$ cat config.mk
export PLATFORM = sky130hd
export DESIGN_NAME = omni_wheel_drive_mixer
export DESIGN_NICKNAME = d
export VERILOG_FILES = /design/src/rtl/owdm_pkg.sv /design/src/rtl/owdm_front.sv /design/src/rtl/owdm_scale.sv /design/src/rtl/owdm_ser.sv /design/src/rtl/omni_wheel_drive_mixer.sv
export SDC_FILE = /design/constraint.sdc
export NUM_CORES = 2
export LEC_CHECK = 0
export BUFFER_PORTS_ARGS = -buffer_cell sky130_fd_sc_hd__buf_2
export CAP_MARGIN = 30
export CORE_MARGIN = 3
export CORE_UTILIZATION = 40
export DETAILED_ROUTE_END_ITERATION = 6
export GPL_ROUTABILITY_DRIVEN = 0
export SLEW_MARGIN = 20
export SYNTH_ARGS = -nofsm -noshare
export SYNTH_HDL_FRONTEND = slang
export SYNTH_SLANG_ARGS = --single-unit
$ cat constraint.sdc
create_clock -name clk_i -period 37.7 [get_ports clk_i]
set_input_delay 0 -clock clk_i [delete_from_list [all_inputs] [get_ports clk_i]]
set_output_delay 0 -clock clk_i [all_outputs]
set_load 0.005 [all_outputs]
$ cat src/rtl/owdm_pkg.sv
`timescale 1ns / 1ps
// ---------------------------------------------------------------------------
// owdm_pkg: shared types and constants of the omni wheel drive mixer
// Holds the cosine table, field widths and the stage payload structs.
// ---------------------------------------------------------------------------
package owdm_pkg;

  localparam int ANGLE_BITS_DEF = 12;
  localparam int SUM_W          = 22;   // Q10 wheel sum, signed
  localparam int MAG_W          = 10;   // integer wheel magnitude
  localparam int NUM_W          = 17;   // rescale numerator
  localparam int QBITS          = 7;    // rescale quotient bits
  localparam int MS_W           = 6;
  localparam int GAIN_W         = 11;
  localparam int CFG_W          = 11;
  localparam int CFG_IDX_W      = 4;

  localparam logic [7:0] BYTE_FREE   = 8'd110;
  localparam logic [7:0] MID_POINT   = 8'd50;
  localparam logic [7:0] GYRO_CENTRE = 8'd127;
  localparam logic [7:0] HIGH_OFFSET = 8'd128;
  localparam logic [MS_W-1:0]   SPEED_LIM_RST = 6'd20;
  localparam logic [GAIN_W-1:0] YAW_GAIN_RST  = 11'd410;

  typedef enum logic [CFG_IDX_W-1:0] {
    REG_SPEED_LIM = CFG_IDX_W'(0),
    REG_YAW_GAIN  = CFG_IDX_W'(1)
  } reg_idx_e;

  // Quarter-wave cosine, Q8.
  localparam logic [8:0] COS_Q [65] = '{
    9'd256, 9'd256, 9'd256, 9'd255, 9'd255, 9'd254, 9'd253, 9'd252, 9'd251, 9'd250,
    9'd248, 9'd247, 9'd245, 9'd243, 9'd241, 9'd239, 9'd237, 9'd234, 9'd231, 9'd229,
    9'd226, 9'd223, 9'd220, 9'd216, 9'd213, 9'd209, 9'd206, 9'd202, 9'd198, 9'd194,
    9'd190, 9'd185, 9'd181, 9'd177, 9'd172, 9'd167, 9'd162, 9'd157, 9'd152, 9'd147,
    9'd142, 9'd137, 9'd132, 9'd126, 9'd121, 9'd115, 9'd109, 9'd104, 9'd98,  9'd92,
    9'd86,  9'd80,  9'd74,  9'd68,  9'd62,  9'd56,  9'd50,  9'd44,  9'd38,  9'd31,
    9'd25,  9'd19,  9'd13,  9'd6,   9'd0
  };

  // Full-wave cosine from an 8-bit angle.
  function automatic logic signed [9:0] cos_q8(input logic [7:0] a8);
    logic [6:0] ri;
    logic [8:0] v;
    logic       neg;
    ri  = a8[6] ? (7'd64 - {1'b0, a8[5:0]}) : {1'b0, a8[5:0]};
    v   = COS_Q[ri];
    neg = a8[7] ^ a8[6];
    return neg ? -$signed({1'b0, v}) : $signed({1'b0, v});
  endfunction

  // Payload leaving the front end.
  typedef struct packed {
    logic                        free;
    logic [3:0][SUM_W-1:0]       sum;
    logic [3:0][MAG_W-1:0]       mag;
    logic [MAG_W-1:0]            peak;
  } mix_t;

  // Payload inside the rescale divider.
  typedef struct packed {
    logic                        free;
    logic                        scale;
    logic [3:0][SUM_W-1:0]       sum;
    logic [3:0][NUM_W-1:0]       rem;
    logic [3:0][QBITS-1:0]       quo;
    logic [MAG_W-1:0]            peak;
  } div_t;

  // Four finished wheel bytes.
  typedef struct packed {
    logic                        free;
    logic [3:0][7:0]             bytes;
  } wheel_t;

endpackage

$ cat src/rtl/owdm_front.sv
`timescale 1ns / 1ps
// ---------------------------------------------------------------------------
// owdm_front: cosine, products, wheel sums and peak magnitude
// Four register stages; the whole chain advances when en_i is high.
// ---------------------------------------------------------------------------
module owdm_front #(
  parameter int ANGLE_BITS = owdm_pkg::ANGLE_BITS_DEF
) (
  input  logic                          clk_i,
  input  logic                          rst_ni,
  input  logic                          en_i,
  input  logic                          valid_i,
  input  logic                          free_i,
  input  logic [ANGLE_BITS-1:0]         heading_i,
  input  logic [7:0]                    speed_i,
  input  logic [7:0]                    gyro_i,
  input  logic [owdm_pkg::GAIN_W-1:0]   gain_i,
  output logic                          valid_o,
  output owdm_pkg::mix_t                mix_o
);
  import owdm_pkg::*;

  localparam logic [ANGLE_BITS-1:0] EIGHTH = ANGLE_BITS'(1) << (ANGLE_BITS - 3);

  logic [3:0] v_q;

  // Stage 1 registers.
  logic              free1_q;
  logic signed [9:0] cosa_q, cosb_q;
  logic [7:0]        speed1_q;
  logic signed [8:0] gyro1_q;
  // Stage 2 registers.
  logic               free2_q;
  logic signed [18:0] pa_q, pb_q;
  logic signed [20:0] yaw_q;
  // Stage 3 and stage 4 registers.
  logic                  free3_q;
  logic [3:0][SUM_W-1:0] sum3_q;
  logic [3:0][MAG_W-1:0] mag3_q;
  mix_t                  mix_q;

  logic [ANGLE_BITS-1:0] ang_a, ang_b;
  logic [3:0][SUM_W-1:0] sum_d;
  logic [3:0][MAG_W-1:0] mag_d;
  logic [MAG_W-1:0]      pk01, pk23, peak_d;
  logic [SUM_W-1:0]      pa_x, pb_x, yaw_x;

  // Valid bits travel with the data.
  always_ff @(posedge clk_i or negedge rst_ni) begin
    if (!rst_ni) begin
      v_q <= '0;
    end else if (en_i) begin
      v_q <= {v_q[2:0], valid_i};
    end
  end

  assign ang_a = heading_i - EIGHTH;
  assign ang_b = heading_i + EIGHTH;

  // Wheel sums in Q10 and their integer magnitudes.
  always_comb begin
    logic [SUM_W-1:0] m;
    pa_x  = {{(SUM_W-21){pa_q[18]}}, pa_q, 2'b00};
    pb_x  = {{(SUM_W-21){pb_q[18]}}, pb_q, 2'b00};
    yaw_x = {{(SUM_W-21){yaw_q[20]}}, yaw_q};
    sum_d[0] = pa_x + yaw_x;
    sum_d[1] = pb_x + yaw_x;
    sum_d[2] = pa_x - yaw_x;
    sum_d[3] = pb_x - yaw_x;
    for (int i = 0; i < 4; i++) begin
      m        = sum_d[i][SUM_W-1] ? (~sum_d[i] + 1'b1) : sum_d[i];
      mag_d[i] = m[MAG_W+9:10];
    end
  end

  // Peak over the four magnitudes.
  assign pk01   = (mag3_q[0] > mag3_q[1]) ? mag3_q[0] : mag3_q[1];
  assign pk23   = (mag3_q[2] > mag3_q[3]) ? mag3_q[2] : mag3_q[3];
  assign peak_d = (pk01 > pk23) ? pk01 : pk23;

  // Payload stages.
  always_ff @(posedge clk_i) begin
    if (en_i) begin
      free1_q  <= free_i;
      cosa_q   <= cos_q8(ang_a[ANGLE_BITS-1 -: 8]);
      cosb_q   <= cos_q8(ang_b[ANGLE_BITS-1 -: 8]);
      speed1_q <= speed_i;
      gyro1_q  <= $signed({1'b0, gyro_i}) - $signed({1'b0, GYRO_CENTRE});

      free2_q  <= free1_q;
      pa_q     <= $signed({1'b0, speed1_q}) * cosa_q;
      pb_q     <= $signed({1'b0, speed1_q}) * cosb_q;
      yaw_q    <= $signed({1'b0, gain_i}) * gyro1_q;

      free3_q  <= free2_q;
      sum3_q   <= sum_d;
      mag3_q   <= mag_d;

      mix_q.free <= free3_q;
      mix_q.sum  <= sum3_q;
      mix_q.mag  <= mag3_q;
      mix_q.peak <= peak_d;
    end
  end

  assign valid_o = v_q[3];
  assign mix_o   = mix_q;

endmodule

$ cat src/rtl/owdm_scale.sv
`timescale 1ns / 1ps
// ---------------------------------------------------------------------------
// owdm_scale: rescale numerator, bit-per-stage divider and byte mapping
// One stage forms the numerator, one stage per quotient bit, one stage
// builds the four wheel bytes.
// ---------------------------------------------------------------------------
module owdm_scale (
  input  logic                        clk_i,
  input  logic                        rst_ni,
  input  logic                        en_i,
  input  logic                        valid_i,
  input  owdm_pkg::mix_t              mix_i,
  input  logic [owdm_pkg::MS_W-1:0]   speed_lim_i,
  output logic                        valid_o,
  output owdm_pkg::wheel_t            wheel_o
);
  import owdm_pkg::*;

  logic [QBITS+1:0] v_q;
  div_t             pipe_q [QBITS+1];
  div_t             pipe_d [QBITS+1];
  wheel_t           wheel_q, wheel_d;

  always_ff @(posedge clk_i or negedge rst_ni) begin
    if (!rst_ni) begin
      v_q <= '0;
    end else if (en_i) begin
      v_q <= {v_q[QBITS:0], valid_i};
    end
  end

  // Numerator (x + peak) * speed limit with x the signed integer magnitude.
  always_comb begin
    logic [MAG_W:0] xp;
    pipe_d[0].free  = mix_i.free;
    pipe_d[0].scale = mix_i.peak > {{(MAG_W-MS_W){1'b0}}, speed_lim_i};
    pipe_d[0].sum   = mix_i.sum;
    pipe_d[0].quo   = '0;
    pipe_d[0].peak  = mix_i.peak;
    for (int i = 0; i < 4; i++) begin
      xp = mix_i.sum[i][SUM_W-1] ? ({1'b0, mix_i.peak} - {1'b0, mix_i.mag[i]})
                                 : ({1'b0, mix_i.peak} + {1'b0, mix_i.mag[i]});
      pipe_d[0].rem[i] = NUM_W'(xp) * NUM_W'(speed_lim_i);
    end
  end

  // Restoring divider, one quotient bit per stage, MSB first.
  for (genvar j = 0; j < QBITS; j++) begin : g_div
    always_comb begin
      logic [NUM_W-1:0] dv;
      pipe_d[j+1] = pipe_q[j];
      dv = NUM_W'(pipe_q[j].peak) << (QBITS - 1 - j);
      for (int i = 0; i < 4; i++) begin
        if (pipe_q[j].rem[i] >= dv) begin
          pipe_d[j+1].rem[i]             = pipe_q[j].rem[i] - dv;
          pipe_d[j+1].quo[i][QBITS-1-j]  = 1'b1;
        end
      end
    end
  end

  always_ff @(posedge clk_i) begin
    if (en_i) begin
      for (int s = 0; s <= QBITS; s++) begin
        pipe_q[s] <= pipe_d[s];
      end
      wheel_q <= wheel_d;
    end
  end

  // Wheel bytes: mapped band when scaling, plain offset otherwise.
  always_comb begin
    logic [SUM_W+1:0] t;
    logic [SUM_W+1:0] th;
    logic [7:0]       b;
    wheel_d.free = pipe_q[QBITS].free;
    for (int i = 0; i < 4; i++) begin
      t  = {{2{pipe_q[QBITS].sum[i][SUM_W-1]}}, pipe_q[QBITS].sum[i]}
           + (SUM_W+2)'(51200);
      th = t + (SUM_W+2)'(131072);
      if (pipe_q[QBITS].scale) begin
        b = {1'b0, pipe_q[QBITS].quo[i]} + MID_POINT - {2'b00, speed_lim_i};
        if (i % 2 == 1) begin
          b = b + HIGH_OFFSET;
        end
      end else begin
        if (i % 2 == 1) begin
          b = th[17:10];
        end else begin
          b = t[SUM_W+1] ? 8'd0 : t[17:10];
        end
      end
      wheel_d.bytes[i] = b;
    end
  end

  assign valid_o = v_q[QBITS+1];
  assign wheel_o = wheel_q;

endmodule

$ cat src/rtl/owdm_ser.sv
`timescale 1ns / 1ps
// ---------------------------------------------------------------------------
// owdm_ser: output serializer
// Sends the wheel bytes of one request, two for a free request.
// ---------------------------------------------------------------------------
module owdm_ser (
  input  logic             clk_i,
  input  logic             rst_ni,
  input  logic             valid_i,
  input  owdm_pkg::wheel_t wheel_i,
  output logic             load_ok_o,
  output logic             m_axis_tvalid,
  input  logic             m_axis_tready,
  output logic [7:0]       m_axis_tdata,
  output logic             m_axis_tuser,
  output logic             m_axis_tlast
);
  import owdm_pkg::*;

  logic       busy_q, busy_d;
  logic [1:0] idx_q, idx_d;
  wheel_t     hold_q;
  logic       take, load;

  assign take      = m_axis_tvalid && m_axis_tready;
  assign load_ok_o = !busy_q || (take && m_axis_tlast);
  assign load      = load_ok_o && valid_i;

  // Byte counter and busy flag.
  always_comb begin
    busy_d = busy_q;
    idx_d  = idx_q;
    if (load) begin
      busy_d = 1'b1;
      idx_d  = 2'd0;
    end else if (take) begin
      busy_d = !m_axis_tlast;
      idx_d  = idx_q + 2'd1;
    end
  end

  always_ff @(posedge clk_i or negedge rst_ni) begin
    if (!rst_ni) begin
      busy_q <= 1'b0;
      idx_q  <= '0;
    end else begin
      busy_q <= busy_d;
      idx_q  <= idx_d;
    end
  end

  always_ff @(posedge clk_i) begin
    if (load) begin
      hold_q <= wheel_i;
    end
  end

  // Current byte, link and end-of-request mark.
  assign m_axis_tvalid = busy_q;
  assign m_axis_tdata  = hold_q.free ? BYTE_FREE : hold_q.bytes[idx_q];
  assign m_axis_tuser  = hold_q.free ? idx_q[0] : idx_q[1];
  assign m_axis_tlast  = hold_q.free ? (idx_q == 2'd1) : (idx_q == 2'd3);

endmodule

$ cat src/rtl/omni_wheel_drive_mixer.sv
`timescale 1ns / 1ps
// ---------------------------------------------------------------------------
// omni_wheel_drive_mixer: four-wheel omni drive mixing
// Turns move and free requests into motor driver command bytes.
// ---------------------------------------------------------------------------
// A request enters every cycle the pipeline is not stalled; its bytes leave
// one per cycle while m_axis_tready is high, four for a move request and
// two for a free one, so the single-byte output channel sets the sustained
// rate. A request passes the front end (four stages) and the rescale divider
// (one stage per quotient bit plus numerator and byte stages). Configuration
// registers must only be written while no request is in flight.
module omni_wheel_drive_mixer #(
  parameter int ANGLE_BITS = owdm_pkg::ANGLE_BITS_DEF,
  localparam int TDATA_W   = ((ANGLE_BITS + 16 + 7) / 8) * 8
) (
  input  logic                           clk_i,
  input  logic                           rst_ni,
  input  logic                           cfg_we_i,
  input  logic [owdm_pkg::CFG_IDX_W-1:0] cfg_idx_i,
  input  logic [owdm_pkg::CFG_W-1:0]     cfg_data_i,
  input  logic                           s_axis_tvalid,
  output logic                           s_axis_tready,
  input  logic [TDATA_W-1:0]             s_axis_tdata,   // heading, speed, gyro
  input  logic                           s_axis_tuser,   // req_type
  output logic                           m_axis_tvalid,
  input  logic                           m_axis_tready,
  output logic [7:0]                     m_axis_tdata,   // data_byte
  output logic                           m_axis_tuser,   // port
  output logic                           m_axis_tlast    // last
);
  import owdm_pkg::*;

  logic [MS_W-1:0]   speed_lim_q;
  logic [GAIN_W-1:0] gain_q;
  logic              en, load_ok;
  logic              fr_v, sc_v;
  mix_t              mix;
  wheel_t            wheel;

  // Configuration registers.
  always_ff @(posedge clk_i or negedge rst_ni) begin
    if (!rst_ni) begin
      speed_lim_q <= SPEED_LIM_RST;
      gain_q      <= YAW_GAIN_RST;
    end else if (cfg_we_i) begin
      unique case (cfg_idx_i)
        REG_SPEED_LIM: speed_lim_q <= cfg_data_i[MS_W-1:0];
        REG_YAW_GAIN:  gain_q      <= cfg_data_i[GAIN_W-1:0];
        default:       ;
      endcase
    end
  end

  // The whole pipeline advances unless its last stage is held.
  assign en            = !sc_v || load_ok;
  assign s_axis_tready = en;

  owdm_front #(.ANGLE_BITS(ANGLE_BITS)) u_front (
    .clk_i     (clk_i),
    .rst_ni    (rst_ni),
    .en_i      (en),
    .valid_i   (s_axis_tvalid),
    .free_i    (s_axis_tuser),
    .heading_i (s_axis_tdata[ANGLE_BITS-1:0]),
    .speed_i   (s_axis_tdata[ANGLE_BITS+7:ANGLE_BITS]),
    .gyro_i    (s_axis_tdata[ANGLE_BITS+15:ANGLE_BITS+8]),
    .gain_i    (gain_q),
    .valid_o   (fr_v),
    .mix_o     (mix)
  );

  owdm_scale u_scale (
    .clk_i       (clk_i),
    .rst_ni      (rst_ni),
    .en_i        (en),
    .valid_i     (fr_v),
    .mix_i       (mix),
    .speed_lim_i (speed_lim_q),
    .valid_o     (sc_v),
    .wheel_o     (wheel)
  );

  owdm_ser u_ser (
    .clk_i         (clk_i),
    .rst_ni        (rst_ni),
    .valid_i       (sc_v),
    .wheel_i       (wheel),
    .load_ok_o     (load_ok),
    .m_axis_tvalid (m_axis_tvalid),
    .m_axis_tready (m_axis_tready),
    .m_axis_tdata  (m_axis_tdata),
    .m_axis_tuser  (m_axis_tuser),
    .m_axis_tlast  (m_axis_tlast)
  );

  // A stall only happens while the serializer still holds bytes.
  a_stall_busy: assert property (@(posedge clk_i) disable iff (!rst_ni)
    !s_axis_tready |-> (m_axis_tvalid && !(m_axis_tready && m_axis_tlast)))
    else $error("input stalled with serializer free");

  // Every request ends on link B.
  a_last_link_b: assert property (@(posedge clk_i) disable iff (!rst_ni)
    (m_axis_tvalid && m_axis_tlast) |-> m_axis_tuser)
    else $error("last byte not on link B");

  // A byte taken that is not the last is followed by another one.
  a_no_gap: assert property (@(posedge clk_i) disable iff (!rst_ni)
    (m_axis_tvalid && m_axis_tready && !m_axis_tlast) |=> m_axis_tvalid)
    else $error("request cut short");

endmodule
* Word-level counts from Yosys, hierarchy flattened *
Memories as Yosys holds them, arrays and structs flattened.
Index checks and enable logic that the tools add are counted.
W data, S select, Z words.

storage, ports and cells
  output and inout port bits = 12
  memory bits (writable) = 1,568
  memories = 3
  flip-flop bits (word level) = 465
  ROM bits = 2,304

operators by class
  equality and inequality tests = 3
  multiply operators = 7
  mux-type cells = 92
  add/subtract/negate cells = 68
  $lt $le $gt $ge = 35
  bitwise gates (word level) = 8
  reduce and logical (&&, ||, !) cells = 12

memories
  memory            depth  bits a word  read ports  clocked after Yosys merged registers in  write ports  RTL line          RTL
  u_scale.pipe_q    8      196          8           0                                        8            owdm_scale.sv:20  div_t pipe_q [QBITS+1];
  (name not given)  128    9            1           0                                        0            owdm_pkg.sv:47    v = COS_Q[ri];
  (name not given)  128    9            1           0                                        0            owdm_pkg.sv:47

operators by type and width
  kind                      number
  $mux W17                  28
  $add A20 B1 Y20 const B   4
  $mux W20                  4
  $not A20 Y20              4
  $ge A17 B10 Y1            4
  $ge A17 B11 Y1            4
  $ge A17 B12 Y1            4
  $ge A17 B13 Y1            4
  $ge A17 B14 Y1            4
  $ge A17 B15 Y1            4
  $ge A17 B16 Y1            4
  $mul A11 B6 Y17           4
  $sub A17 B10 Y17          4
  $sub A17 B11 Y17          4
  $sub A17 B12 Y17          4
  $sub A17 B13 Y17          4
  $sub A17 B14 Y17          4
  $sub A17 B15 Y17          4
  $sub A17 B16 Y17          4
  $mux W8                   8
  $mux W9                   6
  $add A22 B17 Y23 const B  2
  $add A10 B10 Y11          4
  $add A21 B21 Y22          2
  other kinds (36)          103

* Logic depth before layout (Yosys ltp) *
  depth in word-level cells = 9
  depth in mapped cells = 29
  depth with buffers taken out = 29

* Cells and area by module *
A second synthesis with hierarchy kept.

second synthesis, totals
  cells, all modules = 8,002
  area, all modules = 91,634.1 um2

modules (own cells, without submodules)
  module                  times used  seq. area each (um2)  cells an instance  area each (um2)
  owdm_scale              1           31,064.8              5,033              59,871.2
  owdm_front              1           10,790.3              2,857              29,585.9
  owdm_ser                1           1,066.0               72                 1,446.4
  omni_wheel_drive_mixer  1           434.2                 40                 730.7

* Worst setup path before layout *
Ideal clock, no wire load.

  path type = register -> register
  start = register u_ser.hold_q[32] (netlist name)
  end = register u_front.v_q[0]
  path buffers = 1
  stages on the path, launching flop included = 7
  required time = 37.498 ns
  arrival time = 40.560 ns
  setup time = 0.202 ns
  slack = -3.063 ns
  cells stage by stage = edfxtp_1 -> xor2_1 -> and2_1 -> a21boi_0 -> nand2_1 -> buf_1 -> mux2_2

between the ends
  cells in the longest elaborated chain, start to end = 4

ends and longest elaborated chain
  item                    RTL line                      RTL
  from (decl)             owdm_ser.sv:22                wheel_t hold_q;
  from (signal assigned)  owdm_ser.sv:54                hold_q <= wheel_i;
  $mux W1                 owdm_ser.sv:62                assign m_axis_tlast = hold_q.free ? (idx_q == 2'd1) : (idx_q == 2'd3);
  via m_axis_tlast        omni_wheel_drive_mixer.sv:29  output logic m_axis_tlast
  $logic_and A1 B1 Y1     owdm_ser.sv:26                assign load_ok_o = !busy_q || (take && m_axis_tlast);
  $logic_or A1 B1 Y1      owdm_ser.sv:26
  $logic_or A1 B1 Y1      omni_wheel_drive_mixer.sv:55  assign en = !sc_v || load_ok;
  via s_axis_tready       omni_wheel_drive_mixer.sv:22  output logic s_axis_tready,
  to (signal assigned)    owdm_front.sv:53              v_q <= {v_q[2:0], valid_i};
  to (decl)               owdm_front.sv:25              logic [3:0] v_q;

The timed path passes the listed nets, and every way through them passes these cells.
A chain may end at the register's enable or synchronous reset.

==> impl_metrics.env <==
export IMPL_status="completed"
export IMPL_die_area_um2=224000
export IMPL_hpwl_um=144000
export IMPL_slew_violations=0
export IMPL_cts_sinks=1367
export IMPL_drive_gt1_share_pct=7.46
export IMPL_vias=55139
export IMPL_grt_max_degree=183
export IMPL_antenna_found_initial=2
export IMPL_fin_area_um2=96600
export IMPL_clockRootBuffer="clkbuf_16"
export IMPL_die_w_um=473
export IMPL_ys_ff_latch=1367
export IMPL_period_needed_ns=7.24
export IMPL_wl_um=188000
export IMPL_period_share_pct=19.2
export IMPL_clock_skew_ns=0.0490
export IMPL_ys_seq_area_share_pct=46.9
export IMPL_dr_pass1_iters=5
export IMPL_regToRegEndpoint="u_scale.pipe_q[0][105]$_DFFE_PP_"
export IMPL_cts_buffer_depth=3
export IMPL_ff2ff_path_depth=24
export IMPL_synthesis_nets=8741
export IMPL_max_freq_mhz=138
export IMPL_portBuffers=56
export IMPL_cp_cell_sequence="inv_1 -> fa_1 -> nor2b_1 -> o21ai_0 -> a21boi_0 -> o21ai_0 -> a21boi_0 -> o21ai_0 -> a21boi_0 -> nor4_1 -> nor3_1 -> nand2_1 -> fa_1 -> inv_1 -> fa_1 -> inv_1 -> fa_1 -> inv_1 -> ha_1 -> o21a_1 -> a2111oi_0 -> o31ai_1 -> a21oi_1 -> xor2_1"
export IMPL_holdCritPathClass="input port to flip-flop"
export IMPL_cts_clk_slew_worst_paths_ns=0.06
export IMPL_async_flop_share_pct=2.41
export IMPL_syn2layout_area_growth_pct=10.8
export IMPL_placed_cell_area_um2=90600
export IMPL_drc=0
export IMPL_cts_resized=0
export IMPL_whs_path_depth=3
export IMPL_grt_use_total_pct=16.9
export IMPL_start_util_pct=40.4
export IMPL_arrival_ns=7.85
export IMPL_insertion_delay_ns=0.80
export IMPL_globalRouteOverflowTotal=0
export IMPL_ys_warn_count=0
export IMPL_end_kind="flip-flop"
export IMPL_synth_edf_count=1334
export IMPL_nNetsFinal=8914
export IMPL_yosys_most_used_dff="edfxtp_1"
export IMPL_fp_dieH_um=473
export IMPL_hold_viol=0
export IMPL_timing_setup_tns_ns=0
export IMPL_holdPathEnd="gain_q[4]$_DFFE_PN1P_"
export IMPL_ff2ff_setup_slack_ns=30.46
export IMPL_rr_startpoint="u_front.mix_o[1]$_DFFE_PP_"
export IMPL_synthCells=7565
export IMPL_ant_nets=0
export IMPL_synth_area_um2=87100
export IMPL_vias_per_cell=5.15
export IMPL_slew_headroom_pct=24.3
export IMPL_drt_iter0_drc=3197
export IMPL_grt_pass1_vias=56441
export IMPL_grt_pass1_wl_um=302000
export IMPL_num_fill_cells=19739
export IMPL_worst_ep_required_time_ns=38.31
export IMPL_io_pins=65
export IMPL_rsz0062_at_grt="false"
export IMPL_min_from="cfg_data_i[4]"
export IMPL_cts_tree="built"
export IMPL_synth_area_per_cell_um2=11.5
export IMPL_maxCapViolCount=0
export IMPL_core_um2=216000
export IMPL_path_max_fanout=8
export IMPL_path_class="flip-flop to flip-flop"
export IMPL_worst_pin_slew_ns=1.14
export IMPL_cts_max_level=4
export IMPL_row_count=170
export IMPL_wire_per_inst_um=17.6
export IMPL_critical_path_max_stage_delay_ns=0.68
export IMPL_setup_viol=0
export IMPL_mostFrequentLayoutCell="edfxtp_1"
export IMPL_synth_cell_types=112
export IMPL_cpMaxStageDelayCell="edfxtp_1"
export IMPL_mostFrequentLayoutCells="edfxtp_1 (1334), inv_1 (958), ha_1 (745), nand2_1 (517), nor2_1 (463)"
export IMPL_cts_buffers_inserted=150
export IMPL_critPathLaunchType="flip-flop"
==> state kept, by name, summed over array words and instances, names as in the netlist, 6 cells and up <==
signal / flops
gain_q: 11
speed_lim_q: 6
u_front.cosa_q: 10
u_front.cosb_q: 10
u_front.gyro1_q: 9
u_front.mag3_q: 40
u_front.mix_o: 93
u_front.pa_q: 19
u_front.pb_q: 19
u_front.speed1_q: 8
u_front.sum3_q: 42
u_front.yaw_q: 21
u_scale.pipe_q: 994
u_scale.v_q: 9
u_scale.wheel_o: 33
u_ser.hold_q: 33
==> worst max-delay path, delay by kind of cell (launching register included) <==
kind                     cells  cell delay (ns)
buffers and inverters        4             0.45
flip-flops                   1             0.68
AND/OR/NAND/NOR              4             0.81
AO/OA/AOI/OAI               10             2.54
XOR/XNOR                     1             0.23
adder cells (fa/ha/maj)      5             2.37
==> routing by layer <==
metal,track usage [%],vias to the layer above,wire length [um]
met3,2.24,367,6380
met5,0,-,0
li1,-,26967,-
met1,21.0,26749,81500
met2,29.5,1056,92300
met4,6.95,0,8120
==> how the worst max path moves through the flow <==
stage                                      startpoint                               end  slack, ns  cells after the start
final                      u_front.mix_o[1]$_DFFE_PP_  u_scale.pipe_q[0][105]$_DFFE_PP_      30.46                     24
after global routing      u_front.mix_o[40]$_DFFE_PP_  u_scale.pipe_q[0][105]$_DFFE_PP_      29.82                     27
after CTS                 u_front.mix_o[20]$_DFFE_PP_   u_scale.pipe_q[0][71]$_DFFE_PP_      30.40                     26
after global placement    u_front.mix_o[20]$_DFFE_PP_   u_scale.pipe_q[0][71]$_DFFE_PP_      30.53                     26
after floorplan            u_ser.hold_q[32]$_DFFE_PP_        u_front.v_q[0]$_DFFE_PN0P_       1.68                      6
after detailed placement   u_front.mix_o[1]$_DFFE_PP_  u_scale.pipe_q[0][105]$_DFFE_PP_      30.45                     24
==> logic make-up (layout without fill, tap and decap cells) <==
kind of cell | Yosys count | after routing | synth area share [%]
buf+inv | 1124 | 1419 | 4.98
other cells | 0 | 1 | 0
xor+xnor | 443 | 443 | 4.49
fa+ha+maj | 1123 | 1123 | 19.4
flops | 1367 | 1367 | 46.9
simple gates | 1984 | 1984 | 11.5
compound gates | 1272 | 1272 | 9.47
mux | 252 | 252 | 3.28
==> layout make-up <==
type,count,area (um2),share of cell area (%)
clock buffer,181,3910,4.05
inverter,964,3620,3.75
tap,2838,3550,3.68
clock inverter,93,1090,1.13
timing repair buffer,181,1540,1.59
sequential,1367,40900,42.3
multi-input combinational,5074,42000,43.5
antenna,1,2.50,0.00259
==> stage by stage <==
step / hold slack, ns / std cells / setup WS (ns) / utilization, %
2_1_floorplan: -0.296 / 7565 / 1.68 / -
3_3_place_gp: 0.107 / 10336 / 30.53 / 42.0
3_5_place_dp: 0.107 / 10340 / 30.45 / 42.0
4_1_cts: 0.00176 / 10690 / 30.40 / 44.7
5_1_grt: 0.0552 / 10699 / 29.82 / 44.8
6_report: 0.0742 / 10699 / 30.46 / 44.8
==> Yosys cell counts (53+ instances only) <==
library cell | instances | area (um2)
a21oi_1 | 289 | 1450
xor2_1 | 138 | 1210
edfxtp_1 | 1334 | 40100
nand2b_1 | 86 | 538
nand4_1 | 56 | 350
ha_1 | 745 | 9320
nor2b_1 | 120 | 751
xnor2_1 | 301 | 2640
mux2i_1 | 83 | 831
o21ai_0 | 317 | 1590
clkbuf_1 | 117 | 439
inv_1 | 958 | 3600
nor4_1 | 53 | 332
and2_1 | 302 | 1890
nor3_1 | 119 | 596
fa_1 | 378 | 7570
a21boi_0 | 89 | 668
nand3_1 | 77 | 385
nand2_1 | 518 | 1940
nor2_1 | 464 | 1740
mux2_2 | 158 | 1780
a21o_1 | 98 | 736
==> what timing repair did <==
item,CTS,global route
hold buffers,76,0
buffers inserted,0,0
hold endpoints to repair,80,0
Power is not shown: default switching activity piles up to over one toggle a cycle in this logic, so the estimate is an artifact.
